## src/sv/rpn_pkg.sv

```systemverilog
// ----------------------------------------------------------------------------
// rpn_pkg
// Shared types and constants of the postfix/prefix stack evaluator.
// ----------------------------------------------------------------------------
package rpn_pkg;

	localparam int STACK_DEPTH_DEF = 16;
	localparam int DATA_W          = 32;
	localparam int CHAR_W          = 8;
	localparam int STATUS_W        = 3;
	localparam int APB_ADDR_W      = 3;
	localparam int APB_DATA_W      = 32;
	localparam int DIV_STEPS       = 32;
	localparam int DIV_STEP_W      = 5;

	// Register word index (paddr bit above the byte offset)
	localparam logic REG_IDX_PREFIX_MODE = 1'b0;

	localparam logic [CHAR_W-1:0] CHAR_ZERO  = 8'h30;
	localparam logic [CHAR_W-1:0] CHAR_NINE  = 8'h39;
	localparam logic [CHAR_W-1:0] CHAR_SPACE = 8'h20;
	localparam logic [CHAR_W-1:0] CHAR_PLUS  = 8'h2B;
	localparam logic [CHAR_W-1:0] CHAR_MINUS = 8'h2D;
	localparam logic [CHAR_W-1:0] CHAR_STAR  = 8'h2A;
	localparam logic [CHAR_W-1:0] CHAR_SLASH = 8'h2F;

	typedef enum logic [STATUS_W-1:0] {
		STATUS_OK        = 3'd0,
		STATUS_UNDERFLOW = 3'd1,
		STATUS_OVERFLOW  = 3'd2,
		STATUS_DIVZERO   = 3'd3,
		STATUS_INVALID   = 3'd4
	} status_t;

	typedef enum logic [1:0] {
		CELL_HOLD,
		CELL_PUSH,
		CELL_POP
	} cell_cmd_t;

	typedef enum logic {
		ST_IDLE,
		ST_DIV
	} state_t;

endpackage

```

## src/sv/rpn_stack_evaluator.sv

```systemverilog
// ----------------------------------------------------------------------------
// rpn_stack_evaluator
// Postfix/prefix integer expression evaluator, one character per transfer.
// ----------------------------------------------------------------------------
// Digits, spaces, + - * and errors are handled in the idle state; '/' hands
// off to the bit-serial divider (32 steps plus load and commit).
// The result appears in the output register in the cycle after the last character
// (after the division when the last character is '/').
// Reset clears stack count, error, mode and handshake state; stack words are
// not cleared and are read only below the count.
module rpn_stack_evaluator #(
	parameter int STACK_DEPTH = rpn_pkg::STACK_DEPTH_DEF
) (
	input  logic                               clk,
	input  logic                               arst_n,
	input  logic                               psel,
	input  logic                               penable,
	input  logic                               pwrite,
	input  logic [rpn_pkg::APB_ADDR_W-1:0]     paddr,
	input  logic [rpn_pkg::APB_DATA_W-1:0]     pwdata,
	output logic [rpn_pkg::APB_DATA_W-1:0]     prdata,
	output logic                               pready,
	input  logic                               char_valid,
	output logic                               char_stall,
	input  logic [rpn_pkg::CHAR_W-1:0]         char_code,
	input  logic                               is_last,
	output logic                               result_valid,
	input  logic                               result_stall,
	output logic signed [rpn_pkg::DATA_W-1:0]  result_value,
	output logic [rpn_pkg::STATUS_W-1:0]       status
);

	localparam int W     = rpn_pkg::DATA_W;
	localparam int CNT_W = $clog2(STACK_DEPTH + 1);
	localparam logic [CNT_W-1:0] CNT_FULL = CNT_W'(STACK_DEPTH);

	logic                  prefix_mode_q;
	rpn_pkg::state_t       state_q, state_d;
	logic [CNT_W-1:0]      count_q, count_d;
	rpn_pkg::status_t      err_q, err_d;
	logic                  last_q, last_d;
	logic                  result_valid_q;
	logic [W-1:0]          result_value_q;
	rpn_pkg::status_t      status_q;

	logic [W-1:0]          cell_val [STACK_DEPTH];
	rpn_pkg::cell_cmd_t    cell_cmd;
	logic [W-1:0]          push_in;
	logic [W-1:0]          pop_in;

	logic                  div_start;
	logic                  div_done;
	logic [W-1:0]          div_quo;

	logic                  accept;
	logic                  is_digit, is_op;
	logic [W-1:0]          lhs, rhs, alu_r;
	logic                  out_load;
	logic [W-1:0]          out_value;
	rpn_pkg::status_t      out_status;
	rpn_pkg::status_t      step_err, fin_err;
	logic [CNT_W-1:0]      step_cnt;
	logic [W-1:0]          step_top;
	logic                  go_div;

	// ---------------- configuration port ----------------
	assign pready = 1'b1;
	assign prdata = (paddr[rpn_pkg::APB_ADDR_W-1] == rpn_pkg::REG_IDX_PREFIX_MODE) ?
		{{(rpn_pkg::APB_DATA_W-1){1'b0}}, prefix_mode_q} : '0;

	always_ff @(posedge clk or negedge arst_n) begin
		if (!arst_n) begin
			prefix_mode_q <= 1'b0;
		end else if (psel && penable && pwrite && pready &&
				paddr[rpn_pkg::APB_ADDR_W-1] == rpn_pkg::REG_IDX_PREFIX_MODE) begin
			prefix_mode_q <= pwdata[0];
		end
	end

	// ---------------- stack cells ----------------
	for (genvar i = 0; i < STACK_DEPTH; i++) begin : g_cell
		logic [W-1:0] up_val;
		logic [W-1:0] down_val;
		if (i == 0) begin : g_top
			assign up_val   = push_in;
			assign down_val = pop_in;
		end else if (i == STACK_DEPTH - 1) begin : g_bottom
			assign up_val   = cell_val[i-1];
			assign down_val = cell_val[i];
		end else begin : g_mid
			assign up_val   = cell_val[i-1];
			assign down_val = cell_val[i+1];
		end
		rpn_cell u_cell (
			.clk      (clk),
			.cmd      (cell_cmd),
			.up_val   (up_val),
			.down_val (down_val),
			.value    (cell_val[i])
		);
	end

	// ---------------- arithmetic ----------------
	assign is_digit = (char_code >= rpn_pkg::CHAR_ZERO) && (char_code <= rpn_pkg::CHAR_NINE);
	assign is_op    = (char_code == rpn_pkg::CHAR_PLUS) || (char_code == rpn_pkg::CHAR_MINUS) ||
		(char_code == rpn_pkg::CHAR_STAR) || (char_code == rpn_pkg::CHAR_SLASH);

	// prefix input arrives reversed, so the top of stack is the left operand
	assign lhs = prefix_mode_q ? cell_val[0] : cell_val[1];
	assign rhs = prefix_mode_q ? cell_val[1] : cell_val[0];

	always_comb begin
		case (char_code)
			rpn_pkg::CHAR_PLUS:  alu_r = lhs + rhs;
			rpn_pkg::CHAR_MINUS: alu_r = lhs - rhs;
			rpn_pkg::CHAR_STAR:  alu_r = lhs * rhs;
			default:             alu_r = '0;
		endcase
	end

	assign push_in = {{(W-4){1'b0}}, char_code[3:0]};
	assign pop_in  = (state_q == rpn_pkg::ST_DIV) ? div_quo : alu_r;

	rpn_div u_div (
		.clk      (clk),
		.arst_n   (arst_n),
		.start    (div_start),
		.dividend (lhs),
		.divisor  (rhs),
		.done     (div_done),
		.quotient (div_quo)
	);

	// ---------------- control ----------------
	assign char_stall = (state_q != rpn_pkg::ST_IDLE) ||
		(is_last && result_valid_q && result_stall);
	assign accept     = char_valid && !char_stall;

	always_ff @(posedge clk or negedge arst_n) begin
		if (!arst_n) begin
			state_q <= rpn_pkg::ST_IDLE;
			count_q <= '0;
			err_q   <= rpn_pkg::STATUS_OK;
			last_q  <= 1'b0;
		end else begin
			state_q <= state_d;
			count_q <= count_d;
			err_q   <= err_d;
			last_q  <= last_d;
		end
	end

	always_comb begin
		state_d    = state_q;
		count_d    = count_q;
		err_d      = err_q;
		last_d     = last_q;
		cell_cmd   = rpn_pkg::CELL_HOLD;
		div_start  = 1'b0;
		out_load   = 1'b0;
		out_value  = '0;
		out_status = rpn_pkg::STATUS_OK;
		step_err   = err_q;
		step_cnt   = count_q;
		step_top   = cell_val[0];
		fin_err    = rpn_pkg::STATUS_OK;
		go_div     = 1'b0;

		case (state_q)
			rpn_pkg::ST_IDLE: begin
				if (accept) begin
					// drop everything once an error is pending
					if (err_q == rpn_pkg::STATUS_OK && char_code != rpn_pkg::CHAR_SPACE) begin
						if (is_digit) begin
							if (count_q == CNT_FULL) begin
								step_err = rpn_pkg::STATUS_OVERFLOW;
							end else begin
								cell_cmd = rpn_pkg::CELL_PUSH;
								step_cnt = count_q + CNT_W'(1);
								step_top = push_in;
							end
						end else if (is_op) begin
							if (count_q < CNT_W'(2)) begin
								step_err = rpn_pkg::STATUS_UNDERFLOW;
							end else if (char_code == rpn_pkg::CHAR_SLASH) begin
								if (rhs == '0) begin
									step_err = rpn_pkg::STATUS_DIVZERO;
								end else begin
									go_div = 1'b1;
								end
							end else begin
								cell_cmd = rpn_pkg::CELL_POP;
								step_cnt = count_q - CNT_W'(1);
								step_top = alu_r;
							end
						end else begin
							step_err = rpn_pkg::STATUS_INVALID;
						end
					end

					if (go_div) begin
						div_start = 1'b1;
						state_d   = rpn_pkg::ST_DIV;
						last_d    = is_last;
					end else if (is_last) begin
						fin_err    = (step_err == rpn_pkg::STATUS_OK && step_cnt == '0) ?
							rpn_pkg::STATUS_UNDERFLOW : step_err;
						out_load   = 1'b1;
						out_status = fin_err;
						out_value  = (fin_err == rpn_pkg::STATUS_OK) ? step_top : '0;
						count_d    = '0;
						err_d      = rpn_pkg::STATUS_OK;
					end else begin
						count_d = step_cnt;
						err_d   = step_err;
					end
				end
			end
			rpn_pkg::ST_DIV: begin
				if (div_done) begin
					cell_cmd = rpn_pkg::CELL_POP;
					state_d  = rpn_pkg::ST_IDLE;
					if (last_q) begin
						out_load   = 1'b1;
						out_status = rpn_pkg::STATUS_OK;
						out_value  = div_quo;
						count_d    = '0;
						err_d      = rpn_pkg::STATUS_OK;
					end else begin
						count_d = count_q - CNT_W'(1);
					end
				end
			end
			default: begin
				state_d = rpn_pkg::ST_IDLE;
			end
		endcase
	end

	// ---------------- output register ----------------
	always_ff @(posedge clk or negedge arst_n) begin
		if (!arst_n) begin
			result_valid_q <= 1'b0;
		end else if (out_load) begin
			result_valid_q <= 1'b1;
		end else if (!result_stall) begin
			result_valid_q <= 1'b0;
		end
	end

	always_ff @(posedge clk) begin
		if (out_load) begin
			result_value_q <= out_value;
			status_q       <= out_status;
		end
	end

	assign result_valid = result_valid_q;
	assign result_value = result_value_q;
	assign status       = status_q;

endmodule

```

## src/sv/rpn_cell.sv

```systemverilog
// ----------------------------------------------------------------------------
// rpn_cell
// One stack entry: holds a word, takes it from the cell above on a push and
// from the cell below on a pop.
// ----------------------------------------------------------------------------
module rpn_cell (
	input  logic                          clk,
	input  rpn_pkg::cell_cmd_t            cmd,
	input  logic [rpn_pkg::DATA_W-1:0]    up_val,
	input  logic [rpn_pkg::DATA_W-1:0]    down_val,
	output logic [rpn_pkg::DATA_W-1:0]    value
);

	logic [rpn_pkg::DATA_W-1:0] value_q;

	always_ff @(posedge clk) begin
		case (cmd)
			rpn_pkg::CELL_PUSH: value_q <= up_val;
			rpn_pkg::CELL_POP:  value_q <= down_val;
			default:            value_q <= value_q;
		endcase
	end

	assign value = value_q;

endmodule

```

## src/sv/rpn_div.sv

```systemverilog
// ----------------------------------------------------------------------------
// rpn_div
// Signed 32-bit divider, truncating toward zero; restoring, one quotient bit
// per cycle.
// ----------------------------------------------------------------------------
module rpn_div (
	input  logic                          clk,
	input  logic                          arst_n,
	input  logic                          start,
	input  logic [rpn_pkg::DATA_W-1:0]    dividend,
	input  logic [rpn_pkg::DATA_W-1:0]    divisor,
	output logic                          done,
	output logic [rpn_pkg::DATA_W-1:0]    quotient
);

	localparam int W = rpn_pkg::DATA_W;

	logic                          busy_q;
	logic                          done_q;
	logic [rpn_pkg::DIV_STEP_W-1:0] step_q;
	logic [W-1:0]                  rem_q;
	logic [W-1:0]                  quo_q;
	logic [W-1:0]                  dvs_q;
	logic                          neg_q;

	logic [W:0]   rem_sh;
	logic [W:0]   diff;
	logic [W-1:0] mag_a;
	logic [W-1:0] mag_b;

	assign mag_a  = dividend[W-1] ? (~dividend + W'(1)) : dividend;
	assign mag_b  = divisor[W-1]  ? (~divisor + W'(1))  : divisor;
	assign rem_sh = {rem_q, quo_q[W-1]};
	assign diff   = rem_sh - {1'b0, dvs_q};

	always_ff @(posedge clk or negedge arst_n) begin
		if (!arst_n) begin
			busy_q <= 1'b0;
			done_q <= 1'b0;
			step_q <= '0;
		end else begin
			done_q <= 1'b0;
			if (start) begin
				busy_q <= 1'b1;
				step_q <= '0;
			end else if (busy_q) begin
				step_q <= step_q + rpn_pkg::DIV_STEP_W'(1);
				if (step_q == rpn_pkg::DIV_STEP_W'(rpn_pkg::DIV_STEPS - 1)) begin
					busy_q <= 1'b0;
					done_q <= 1'b1;
				end
			end
		end
	end

	always_ff @(posedge clk) begin
		if (start) begin
			rem_q <= '0;
			quo_q <= mag_a;
			dvs_q <= mag_b;
			neg_q <= dividend[W-1] ^ divisor[W-1];
		end else if (busy_q) begin
			// keep the partial remainder when the trial subtract goes negative
			rem_q <= diff[W] ? rem_sh[W-1:0] : diff[W-1:0];
			quo_q <= {quo_q[W-2:0], ~diff[W]};
		end
	end

	assign done     = done_q;
	assign quotient = neg_q ? (~quo_q + W'(1)) : quo_q;

endmodule

```

## config.mk

```make
export PLATFORM = sky130hd
export DESIGN_NAME = rpn_stack_evaluator
export DESIGN_NICKNAME = d
export VERILOG_FILES = /design/src/sv/rpn_pkg.sv /design/src/sv/rpn_stack_evaluator.sv /design/src/sv/rpn_cell.sv /design/src/sv/rpn_div.sv
export SDC_FILE = /design/constraint.sdc
export NUM_CORES = 2
export LEC_CHECK = 0
export BUFFER_PORTS_ARGS = -buffer_cell sky130_fd_sc_hd__buf_2
export CAP_MARGIN = 20
export CORE_MARGIN = 4
export CORE_UTILIZATION = 65
export DETAILED_ROUTE_END_ITERATION = 8
export HOLD_SLACK_MARGIN = 0.06
export PLACE_DENSITY = 0.82
export SLEW_MARGIN = 20
export SYNTH_ARGS = -nofsm -noshare
export SYNTH_HDL_FRONTEND = slang
export SYNTH_SLANG_ARGS = --single-unit
```

## constraint.sdc

```tcl
create_clock -name clk -period 16.7 [get_ports clk]
set_input_delay 0.835 -clock clk [delete_from_list [all_inputs] [get_ports clk]]
set_output_delay 0.835 -clock clk [all_outputs]
set_load 0.005 [all_outputs]
```

==> summary.txt <==
Logic synthesis
  – Multiplexer share of the synthesized area: 12.58%
  – Asr flop ratio synth: 2.866%
  – Post-synthesis adder-cell area fraction: 21.13%
  – Dominant cell type by area after synthesis: edfxtp_1
  – FF+latch count, synth: 663
  – Synth top area cells: edfxtp_1, fa_1, mux2_2
  – Count leader, synth: edfxtp_1
  – Post-synthesis compound-gate area fraction: 7.577%
  – Yosys warnings: 0
  – Netlist cell types: 96
  – Prevailing post-synth register cell: edfxtp_1
  – Main combinational cell family by area after synthesis: adder cells
  – Post-synth top cells: edfxtp_1, nor2_1, mux2_2, inv_1, fa_1
  – XOR/XNOR share of the synthesized area: 4.546%
  – Synth Area per Inst: 11.15 um2
  – Synth top area share: 36.46%
  – Count of flip-flops with a built-in enable after synthesis: 612
  – Cell Area, Synth: 50400 um2
  – Simple-gate share of the synthesized area: 9.637%
  – Cells after Synth: 4522
  – Seq/Total Area, Yosys: 38.68%

Global route
  – Pin count of the biggest net entering global routing: 172
  – Initial antenna violation count: 6
  – First-pass GRT wire length: 209100 um
  – All-Layer GR Usage: 33.47%
  – Vias in the first global route: 36150
  – GR Overflow Total: 0

Min path
  – Worst hold path type: input port to async pin

Final layout
  – Post-route core utilization: 70.80%
  – Nets: 5171
  – Fillers: 5333
  – Share of cells above drive strength 1: 17.72%
  – Area grow syn2layout: 7.398%

Placed design
  – Port bufs: 55
  – GPL Wtd Cong: 1.021
  – DP HPWL: 98260 um

CTS
  – TritonCTS clock tree: yes
  – H-tree levels: 3
  – Worst-skew pair later-pin latency: 0.66 ns
  – Max clock buf depth: 3
  – Clk slew on worst S/H paths: 0.07 ns
  – Total CTS buffers: 73
  – Post-CTS Resized: 0
  – Root Driver: clkbuf_16
  – Sink Count: 663
  – Hold_buf cts: 0
  – Post-CTS Setup Bufs: 0

STA
  – Final hold vios: 0
  – Min Tclk post-route: 10.60 ns
  – Final period utilization: 63.47%
  – RSZ-0062 raised after global routing: no
  – Fmax: 0.09435 GHz
  – Clk_skew: 0.05377 ns
  – Final setup fails: 0
  – Slew Limit Fails: 0
  – Worst Max-Slew Pin Slew: 1.171 ns
  – Slew Limit Headroom: 21.94%
  – Setup TNS: 0 ns

Routing
  – Drt pass-1 iters: 7
  – Final WL: 136900 um
  – Number of vias per cell: 6.327
  – # DRC: 0
  – Wire per inst: 24.41 um
  – Via count: 35490
  – Detail Route Antenna Nets: 0
  – Iteration-0 DRC count of the detailed router: 4080

Floorplan
  – Row cnt: 101
  – Starting Density: 65.92%
  – Die Wd: 286.5 um
  – Die area: 82060 um2
  – I/O pin total: 121
  – Die height: 286.5 um
  – Core area: 76450 um2

Flow run
  – Maxcap violations: 0

Setup path
  – Slowest cell on crit path: dfrtp_4
  – CP Launch Type: register
  – Crit end category: register
  – Worst Path Max Fanout: 46
  – Most frequent CP cell: fa_1
  – Critical path's largest stage delay: 0.84 ns
  – Req. time, crit path: 17.03 ns
  – CP arrival: 10.93 ns
  – Critical path type: register to register

Status
  – Status: finished, final reports clean
[worst max-delay path, delay by kind of cell, from the launching register on]
family / cells / cell delay [ns]
adders and majority gates: 9 / 4.15
buffers and inverters: 8 / 2.07
and+or+nand+nor: 8 / 1.87
AOI/OAI and AO/OA: 3 / 1.12
DFF: 1 / 0.84
muxes: 1 / 0.16
[registers in the layout, indices dropped and copies added, names as in the netlist, 3 cells and up]
signal               count
u_div.step_q             5
u_div.rem_q             32
g_cell.u_cell.value    512
result_value            32
u_div.dvs_q             32
err_q                    3
count_q                  5
status                   3
u_div.quo_q             32
[cell usage in the layout, fill, tap and decap left out, types with 21 or more instances in the layout]
| master | count |
|---|---|
| edfxtp_1 | 612 |
| nor2_1 | 483 |
| mux2_2 | 476 |
| inv_1 | 466 |
| fa_1 | 410 |
| nand2_1 | 366 |
| ha_1 | 193 |
| xnor2_1 | 187 |
| o21ai_0 | 149 |
| a21oi_1 | 126 |
| clkbuf_16 | 74 |
| buf_4 | 74 |
| xor2_1 | 72 |
| mux2i_1 | 59 |
| buf_2 | 55 |
| a21o_1 | 47 |
| a211oi_1 | 38 |
| o22ai_1 | 38 |
| nor3_1 | 35 |
| nand3_1 | 35 |
| conb_1 | 32 |
| dfxtp_1 | 32 |
| nand2b_1 | 26 |
| mux2i_2 | 25 |
| and3_1 | 25 |
| a31oi_1 | 24 |
| clkinv_1 | 22 |
| o21a_1 | 21 |
[per-layer routing]
layer	global-route usage, %	wire, um	part of all wire [%]
met2	50.89	60070	44
met5	0.1190	31	0.023
met3	10.17	17640	13
met4	17.92	9317	6.8
met1	43.50	49850	36
[metrics by stage]
stage	setup WS, ns	hold slack, ns	instances	cell area (um2)
floorplan	3.989	0.4204	4552	50510
global placement	6.591	0.4229	5469	51680
detailed placement	6.520	0.4299	5470	51690
CTS	6.476	0.1768	5606	54120
global route	5.946	0.1966	5606	54120
finish	6.101	0.1841	5609	54130
[path summary, 6_finish.rpt]
check                      cells past startpoint  slack (ns)                   startpoint                          end
max in group asynchronous                      1       16.09                       arst_n                prefix_mode_q
min                                            1        0.18                       arst_n                prefix_mode_q
min in group clk                               0        0.44  g_cell[14].u_cell.value[12]  g_cell[15].u_cell.value[12]
max                                           29        6.10                prefix_mode_q             result_value[30]
min reg2reg                                    0        0.44  g_cell[14].u_cell.value[12]  g_cell[15].u_cell.value[12]
max reg2reg                                   29        6.10                prefix_mode_q             result_value[30]
[cells by family (layout without fill, tap and decap cells)]
logic type | count (synthesis) | count (layout)
and+or+nand+nor | 1109 | 1109
buffers and inverters | 726 | 750
DFF | 663 | 663
adders and majority gates | 605 | 605
AOI/OAI and AO/OA | 590 | 590
muxes | 567 | 567
xor gates and xnor gates | 260 | 260
other | 2 | 35
[area by class of cell]
cell class	instances	area, um2	share of cell area (%)
flip-flops and latches	663	19500	36.03
clock inverters	49	503.0	0.9292
diodes	3	7.507	0.01387
multi-input cells	3163	28230	52.15
inverters	483	1821	3.363
well taps	1030	1289	2.381
repair buffers	131	862.1	1.593
clock buffers	87	1921	3.548
Power is left out: the tool's default activity adds up to more than one toggle a clock period on the data nets, which glitch-free logic cannot reach.
